### config.mk
export PLATFORM = sky130hd
export DESIGN_NAME = alarm_wakeup_report_scheduler
export DESIGN_NICKNAME = d
export VERILOG_FILES = /design/src/rtl/awrs_pkg.sv /design/src/rtl/awrs_decide.sv /design/src/rtl/alarm_wakeup_report_scheduler.sv
export SDC_FILE = /design/constraint.sdc
export NUM_CORES = 1
export LEC_CHECK = 0
export BUFFER_PORTS_ARGS = -buffer_cell sky130_fd_sc_hd__buf_2
export CAP_MARGIN = 10
export CORE_ASPECT_RATIO = 1.75
export CORE_UTILIZATION = 35
export CTS_BUF_LIST = sky130_fd_sc_hd__clkbuf_8
export CTS_CLUSTER_DIAMETER = 100
export DETAILED_ROUTE_END_ITERATION = 8
export GPL_ROUTABILITY_DRIVEN = 0
export PLACE_DENSITY = 0.64
export SYNTH_ARGS = -nofsm -noshare
export SYNTH_HDL_FRONTEND = slang
export SYNTH_SLANG_ARGS = --single-unit
### constraint.sdc
create_clock -name clk -period 6 [get_ports clk]
set_clock_uncertainty 0.1 [all_clocks]
set_input_delay 0.9 -clock clk [delete_from_list [all_inputs] [get_ports clk]]
set_output_delay 0.9 -clock clk [all_outputs]
set_load 0.01 [all_outputs]
### src/rtl/awrs_pkg.sv
// Package for the alarm wake-up report scheduler.
// Holds the state, item and configuration types, register indexes and alarm codes.
// No dependencies.
package awrs_pkg;

  localparam logic [7:0]  ALARM_HIGH = 8'hF0;
  localparam logic [7:0]  ALARM_BATT = 8'h08;

  localparam logic [15:0] LONG_SLEEP_RST  = 16'd44531;
  localparam logic [15:0] SHORT_SLEEP_RST = 16'd5;
  localparam logic [7:0]  HB_WAKEUPS_RST  = 8'd8;
  localparam logic [7:0]  BATT_EVERY_RST  = 8'd4;

  typedef enum logic [1:0] {
    CFG_LONG_SLEEP  = 2'd0,
    CFG_SHORT_SLEEP = 2'd1,
    CFG_HB_WAKEUPS  = 2'd2,
    CFG_BATT_EVERY  = 2'd3
  } cfg_idx_t;

  typedef struct packed {
    logic [15:0] long_sleep_ticks;
    logic [15:0] short_sleep_ticks;
    logic [7:0]  heartbeat_wakeups;
    logic [7:0]  battery_every;
  } cfg_t;

  typedef struct packed {
    logic woke_by_pin;
    logic key_level;
    logic battery_low;
  } item_t;

  typedef struct packed {
    logic       event_mode;
    logic       event_phase;
    logic       heartbeat_phase;
    logic [7:0] wakeup_count;
    logic [7:0] heartbeat_count;
    logic       last_level;
    logic       battery_flag;
  } state_t;

  typedef struct packed {
    logic        send_report;
    logic [7:0]  alarm_byte;
    logic [15:0] next_sleep;
  } result_t;

  function automatic logic [7:0] make_alarm(input logic level, input logic batt);
    make_alarm = (level ? ALARM_HIGH : 8'h00) | (batt ? ALARM_BATT : 8'h00);
  endfunction

endpackage

### src/rtl/awrs_decide.sv
// Per-wake-up decision logic: next state and result from current state and one item.
// Depends on awrs_pkg.
module awrs_decide import awrs_pkg::*; (
  input  cfg_t    cfg,
  input  state_t  st,
  input  item_t   item,
  output state_t  st_nxt,
  output result_t res
);

  logic [7:0] hb_inc;

  always_comb begin
    st_nxt = st;
    res    = '0;
    hb_inc = st.heartbeat_count + 8'd1;

    if (item.woke_by_pin) begin
      st_nxt.wakeup_count = '0;
      st_nxt.event_mode   = 1'b1;
      st_nxt.event_phase  = 1'b0;
    end
    // level change: immediate report, never with the battery bit
    if (item.key_level != st.last_level) begin
      st_nxt.wakeup_count = '0;
      st_nxt.event_phase  = 1'b0;
      st_nxt.event_mode   = 1'b1;
      st_nxt.last_level   = item.key_level;
      res.send_report     = 1'b1;
      res.alarm_byte      = make_alarm(item.key_level, 1'b0);
    end

    if (!st_nxt.event_mode) begin
      res.next_sleep = cfg.long_sleep_ticks;
      if (st_nxt.wakeup_count < cfg.heartbeat_wakeups) begin
        st_nxt.wakeup_count = st_nxt.wakeup_count + 8'd1;
      end else if (!st.heartbeat_phase) begin
        st_nxt.heartbeat_phase = 1'b1;
        if (hb_inc >= cfg.battery_every) begin
          st_nxt.heartbeat_count = '0;
          st_nxt.battery_flag    = item.battery_low;
        end else begin
          st_nxt.heartbeat_count = hb_inc;
          st_nxt.battery_flag    = 1'b0;
        end
        res.send_report = 1'b1;
        res.alarm_byte  = make_alarm(item.key_level, st_nxt.battery_flag);
        res.next_sleep  = cfg.short_sleep_ticks;
      end else begin
        st_nxt.heartbeat_phase = 1'b0;
        st_nxt.wakeup_count    = '0;
        res.send_report        = 1'b1;
        res.alarm_byte         = make_alarm(item.key_level, st.battery_flag);
      end
    end else if (!st_nxt.event_phase) begin
      st_nxt.event_phase = 1'b1;
      res.next_sleep     = cfg.short_sleep_ticks;
    end else begin
      st_nxt.event_phase = 1'b0;
      st_nxt.event_mode  = 1'b0;
      res.send_report    = 1'b1;
      res.alarm_byte     = make_alarm(item.key_level, 1'b0);
      res.next_sleep     = cfg.long_sleep_ticks;
    end
  end

endmodule

### src/rtl/alarm_wakeup_report_scheduler.sv
// Top level of the alarm wake-up report scheduler: input register, decision, result register.
// Depends on awrs_pkg and awrs_decide.
//
//   channel | direction | payload                                 | handshake
//   in_     | in        | woke_by_pin, key_level, battery_low     | in_valid / in_ready
//   out_    | out       | send_report, alarm_byte, next_sleep     | out_valid / out_ready
//   cfg_    | in        | cfg_index (2b), cfg_data (16b)          | cfg_valid / cfg_ready
//
// One item per cycle sustained while the result is not stalled; each accepted item passes through
// the input register and then the result register.
// The scheduler state advances when an item moves from the input register into the result
// register. A stalled result holds both stages; the input register frees as soon as the
// result register can move. Synchronous reset clears state and loads register defaults.
module alarm_wakeup_report_scheduler import awrs_pkg::*; (
  input  logic        clk,
  input  logic        rst_n,
  input  logic        in_valid,
  output logic        in_ready,
  input  logic        in_woke_by_pin,
  input  logic        in_key_level,
  input  logic        in_battery_low,
  output logic        out_valid,
  input  logic        out_ready,
  output logic        out_send_report,
  output logic [7:0]  out_alarm_byte,
  output logic [15:0] out_next_sleep,
  input  logic        cfg_valid,
  output logic        cfg_ready,
  input  logic [1:0]  cfg_index,
  input  logic [15:0] cfg_data
);

  cfg_t    cfg_r;
  state_t  st_r;
  state_t  st_nxt;
  item_t   s1_item_r;
  logic    s1_valid_r;
  logic    out_valid_r;
  result_t res_nxt;
  result_t res_r;
  logic    s2_take;

  assign s2_take   = !out_valid_r || out_ready;
  assign in_ready  = !s1_valid_r || s2_take;
  assign cfg_ready = 1'b1;

  awrs_decide u_decide (
    .cfg    (cfg_r),
    .st     (st_r),
    .item   (s1_item_r),
    .st_nxt (st_nxt),
    .res    (res_nxt)
  );

  always_ff @(posedge clk) begin
    if (!rst_n) begin
      s1_valid_r                  <= 1'b0;
      out_valid_r                 <= 1'b0;
      st_r                        <= '0;
      cfg_r.long_sleep_ticks      <= LONG_SLEEP_RST;
      cfg_r.short_sleep_ticks     <= SHORT_SLEEP_RST;
      cfg_r.heartbeat_wakeups     <= HB_WAKEUPS_RST;
      cfg_r.battery_every         <= BATT_EVERY_RST;
    end else begin
      if (in_ready) begin
        s1_valid_r <= in_valid;
      end
      if (s2_take) begin
        out_valid_r <= s1_valid_r;
      end
      if (s1_valid_r && s2_take) begin
        st_r <= st_nxt;
      end
      if (cfg_valid) begin
        unique case (cfg_idx_t'(cfg_index))
          CFG_LONG_SLEEP:  cfg_r.long_sleep_ticks  <= cfg_data;
          CFG_SHORT_SLEEP: cfg_r.short_sleep_ticks <= cfg_data;
          CFG_HB_WAKEUPS:  cfg_r.heartbeat_wakeups <= cfg_data[7:0];
          CFG_BATT_EVERY:  cfg_r.battery_every     <= cfg_data[7:0];
          default: ;
        endcase
      end
    end
  end

  // payload registers, no reset
  always_ff @(posedge clk) begin
    if (in_valid && in_ready) begin
      s1_item_r.woke_by_pin <= in_woke_by_pin;
      s1_item_r.key_level   <= in_key_level;
      s1_item_r.battery_low <= in_battery_low;
    end
    if (s1_valid_r && s2_take) begin
      res_r <= res_nxt;
    end
  end

  assign out_valid       = out_valid_r;
  assign out_send_report = res_r.send_report;
  assign out_alarm_byte  = res_r.alarm_byte;
  assign out_next_sleep  = res_r.next_sleep;

endmodule

# Word-level counts from Yosys, hierarchy flattened
# Cells that the tools add are included.
classes:
  n_addsub: 2
  multipliers: 0
  n_div: 0
  magnitude_cmp: 2
  eq_ne: 4
  shift: 0
  n_mux: 27
  bitwise_logic: 5
  n_reduce_logical: 14
ops:
  columns: ["op", "count"]
  rows:
  - ["2-to-1 mux 8 bit", 9]
  - ["2-to-1 mux 25 bit", 2]
  - ["2-to-1 mux 16 bit", 3]
  - ["2-to-1 mux 9 bit", 2]
  - ["adder 8 x 1 -> 8 bit (second input constant)", 2]
  - ["OR 8 bit", 2]
  - ["AND reduction 2 bit", 5]
  - [">= comparator 8 bit", 1]
  - ["< comparator 8 bit", 1]
  - ["2-to-1 mux 4 bit", 2]
  - ["2-to-1 mux 1 bit", 6]
  - ["2-to-1 mux 2 bit", 3]
  - ["== test 2 bit (second input constant)", 2]
  - ["AND reduction 4 bit", 1]
  - ["inverter 1 bit", 3]
  - ["AND reduction 3 bit", 1]
  - ["== test 2 x 1 -> 1 bit (second input constant)", 1]
  - ["logical AND 1 bit", 2]
  - ["zero test 1 bit", 2]
  - ["zero test 2 bit", 1]
  - ["logical OR 1 bit", 2]
  - ["!= test 1 bit", 1]
totals:
  reg_bits: 99
  latchBits: 0
  ramBits: 0
  romBits: 0
  inputBits: 26
  out_inout_bits: 28
  memories: 0

# Depth between registers and ports, before layout
logic_depth:
  ltp_word: 11
  ltp_mapped: 12
  depth_no_buf: 10

# By module
# From an unflattened synthesis, not the netlist that was laid out.
unflattened:
  cells_unflattened: 517
  hier_area_um2: 4863.4
modules_own_cells:
  columns: ["mod", "instances", "cells_per_inst", "area_per_inst_um2"]
  rows:
  - ["alarm_wakeup_report_scheduler", 1, 322, 3482.1]
  - ["awrs_decide", 1, 195, 1381.3]

# Least setup slack after synthesis
# No wires, ideal clock.
synth_timing:
  path_type: "register -> register"
  from: "register s1_item_r[1] (netlist bit)"
  to: "register res_r, in the netlist out_next_sleep[10] (data pin)"
  setup_time_ns: 0.262
  arrival_time_ns: 2.835
  t_required_ns: 5.638
  setup_slack_ns: 2.803
  path_stages_with_launch: 12
  path_cell_list: "edfxtp_1 > ha_1 > nor2b_1 > clkbuf_1 > and2_1 > ha_1 > nand4_1 > a2111oi_4 > o31ai_2 > o21ai_4 > buf_4 > mux2_1"
synth_rtl:
  columns: ["element", "line_no", "rtl"]
  rows:
  - ["start, declared", "alarm_wakeup_report_scheduler.sv:36", "item_t s1_item_r;"]
  - ["end signal, assigned", "alarm_wakeup_report_scheduler.sv:94", "res_r <= res_nxt;"]
  - ["end, declared", "alarm_wakeup_report_scheduler.sv:40", "result_t res_r;"]

==> impl_metrics.json <==
{
  "grt_usage": 0.165,
  "port_buffers": 49,
  "r2r_setup_slack_ps": 1860,
  "r2r_cells": 9,
  "worstMarginPinSlew_ps": 1200,
  "grt_pass1_wl_mm": 16.5,
  "min_path_cells": 2,
  "finalCritPeriodShare": 0.690,
  "fillCellCount": 1243,
  "final_max_slew_viol_count": 0,
  "cp_max_fo": 16,
  "ys.warnings.count": 0,
  "hold_end": "cfg_r[24]",
  "antenna_found_initial": 0,
  "ys_async_sr_fraction": 0,
  "cpLargestDelayFamily": "compound AO/OA/AOI/OAI gates",
  "crit_type": "reg2reg",
  "min_from": "cfg_r[24]",
  "hold_viol_final": 0,
  "status": "finished with violations",
  "cp.required_ps": 6020,
  "ys.flop_type": "dfxtp_1",
  "antenna_cells": 0,
  "worstSetupStartpoint": "s1_item_r[1]",
  "area_delta_synth_final_pct": 12.3,
  "wl_met1_mm": 4.19,
  "drc_errors": 1,
  "reg2reg_to": "out_next_sleep[14]",
  "start_util": 0.358,
  "critPathBufInv": 0,
  "p_leak_nw": 1.92,
  "syn_inst": 502,
  "worstPathCellList": "ha_1 > nor2b_1 > and2_1 > ha_1 > nand4_1 > o21bai_2 > o31ai_2 > o21ai_4 > mux2_1",
  "seq_area_frac_synth": 0.471,
  "end_kind": "flop",
  "layout-drive-gt1-share": 0.168,
  "clkLatencyLatePin_ps": 370,
  "met2_length_mm": 5.74,
  "setup_viol": 0,
  "max_stage_delay_ps": 810,
  "grt_overflow_total": 0,
  "cts_hold_buf": 0,
  "rows": 54,
  "core_area_sq_um": 12400,
  "grt_max_degree": 53,
  "slowest_stage": "o31ai_2",
  "first_pass_iters": 7,
  "synth_edf_count": 22,
  "timing.rr.start": "s1_item_r[1]",
  "cap_violations": 0,
  "drt_iter0_markers": 168,
  "drt_wl_total_mm": 10.5,
  "finalSetupTns_ps": 0,
  "cts_resized": 0,
  "cts_buffers": 9,
  "wl_met3_microns": 308,
  "cts.clk_slew.worst_paths_ps": 100,
  "die_h_microns": 151,
  "die_x_microns": 87.0,
  "critPathLaunchType": "flop",
  "synth.cell_area_sq_um": 4420,
  "hpwlAfterDp_mm": 7.49,
  "power_density_nw_per_um2": 247,
  "power.total_mw": 1.23,
  "critPathArrivalTime_ps": 4160,
  "cp_common_cell": "ha_1",
  "htree_num_levels": 3,
  "ant_nets": 0,
  "slew_headroom": 0.197,
  "grt_pass1_vias": 3405,
  "top_layer_used": "met4",
  "synth_cell_types": 50,
  "cts_post_setup_buffers_inserted": 0,
  "fmax_ghz": 0.242,
  "ctsRootBufferMaster": "clkbuf_8",
  "cts_tree": "built",
  "cts_buffer_depth": 2,
  "violations": "design-rule violations",
  "vias_per_cell": 5.03,
  "dieArea_sq_um": 13100,
  "ys_ff_latch": 93,
  "final_cell_mix": "nand2_1 (124), dfxtp_1 (71), buf_2 (49)",
  "wl_per_cell_microns": 14.8,
  "finalWorstPathRequiredPeriod_ps": 4140,
  "synth.avg_cell_area_sq_um": 8.81,
  "min_path_type": "reg2reg",
  "clkSinkCount": 93,
  "irDropWorstVdd_uv": 92.5,
  "layout_commonest_cell": "nand2_1",
  "rsz0062_at_grt": "no",
  "io_pins": 54,
  "num_vias": 3573,
  "nets": 582
}
[layout make-up]
| type | instances | area [sq um] | area share |
|---|---|---|---|
| sequential | 93 | 2080 | 0.419 |
| timing repair buffer | 53 | 275 | 0.0554 |
| multi-input combinational | 357 | 2120 | 0.426 |
| tap | 168 | 210 | 0.0423 |
| clock inverter | 7 | 72.6 | 0.0146 |
| inverter | 23 | 86.3 | 0.0174 |
| clock buffer | 9 | 124 | 0.0249 |
[worst reg2reg max path, stage by stage, from the launching register on]
cell,delay [ps]
edfxtp_1,420
ha_1,420
nor2b_1,560
and2_1,250
ha_1,250
nand4_1,210
o21bai_2,140
o31ai_2,810
o21ai_4,330
mux2_1,400
[cells by family (layout without fill, tap and decap cells)]
logic type      Yosys count  in the layout  share of synthesized area
xor+xnor                  6              6                     0.0119
mux                      18             18                     0.0458
buf+inv                  54             92                     0.0534
simple gates            213            213                      0.221
fa+ha+maj                19             19                     0.0537
compound gates           97             97                      0.142
flops                    93             93                      0.471
other cells               2              4                    0.00170
[cells in the mapped netlist, types with 2 or more instances]
master | count | area [sq um]
nand2_1 | 124 | 465
dfxtp_1 | 71 | 1420
a21oi_1 | 46 | 230
inv_1 | 23 | 86.3
edfxtp_1 | 22 | 661
clkbuf_1 | 19 | 71.3
ha_1 | 19 | 238
nand3_1 | 19 | 95.1
nor2_1 | 18 | 67.6
and2_1 | 11 | 68.8
o21ai_0 | 11 | 55.1
mux2_1 | 10 | 113
a211oi_1 | 9 | 67.6
buf_4 | 8 | 60.1
mux2_2 | 8 | 90.1
nand4_1 | 8 | 50.1
or3_1 | 8 | 50.1
o22ai_1 | 6 | 37.5
a31oi_1 | 5 | 31.3
or2_2 | 5 | 31.3
o211ai_1 | 4 | 30.0
xnor2_1 | 4 | 35.0
a41oi_1 | 3 | 26.3
buf_2 | 3 | 15.0
nand2b_1 | 3 | 18.8
nor2b_1 | 3 | 18.8
nor3_1 | 3 | 15.0
conb_1 | 2 | 7.51
nor3b_1 | 2 | 15.0
o31ai_1 | 2 | 15.0
or3b_2 | 2 | 17.5
or4_1 | 2 | 15.0
xor2_1 | 2 | 17.5
[per-layer routing]
layer / track usage / vias up
met1: 0.172 / 1679
met4: 0.0833 / 0
met3: 0.0274 / 16
met2: 0.311 / 81
met5: 0 / -
li1: - / 1797
[where the power goes]
part	leakage, nW	switching, mW	internal (mW)
Clock	0.102	0.232	0.195
Combinational	1.03	0.0770	0.0435
Sequential	0.786	0.0129	0.666
[metrics by stage]
stage / hold WS, ps / utilization / instances / worst slack [ps] / area, sq um
after floorplan: 332 / - / 504 / 2800 / 4430
after global placement: 339 / 0.386 / 694 / 2090 / 4770
after detailed placement: 347 / 0.386 / 694 / 1920 / 4770
after CTS: 361 / 0.402 / 710 / 1900 / 4970
after global routing: 377 / 0.402 / 710 / 1650 / 4970
final: 359 / 0.402 / 710 / 1860 / 4970
[worst max-delay path by stage]
stage | depth (start not counted) | endpoint
after floorplan | 11 | out_next_sleep[10]
after global placement | 9 | out_next_sleep[6]
after detailed placement | 9 | out_next_sleep[14]
after CTS | 9 | out_next_sleep[14]
after global routing | 9 | out_next_sleep[14]
final | 9 | out_next_sleep[14]
[registers in the layout, indices dropped and copies added, names as in the netlist]
name,count
out_next_sleep,16
s1_valid_r,1
cfg_r,48
out_valid,1
out_send_report,1
s1_item_r,3
st_r,21
out_alarm_byte,2
(Power assumes the default switching activity.)
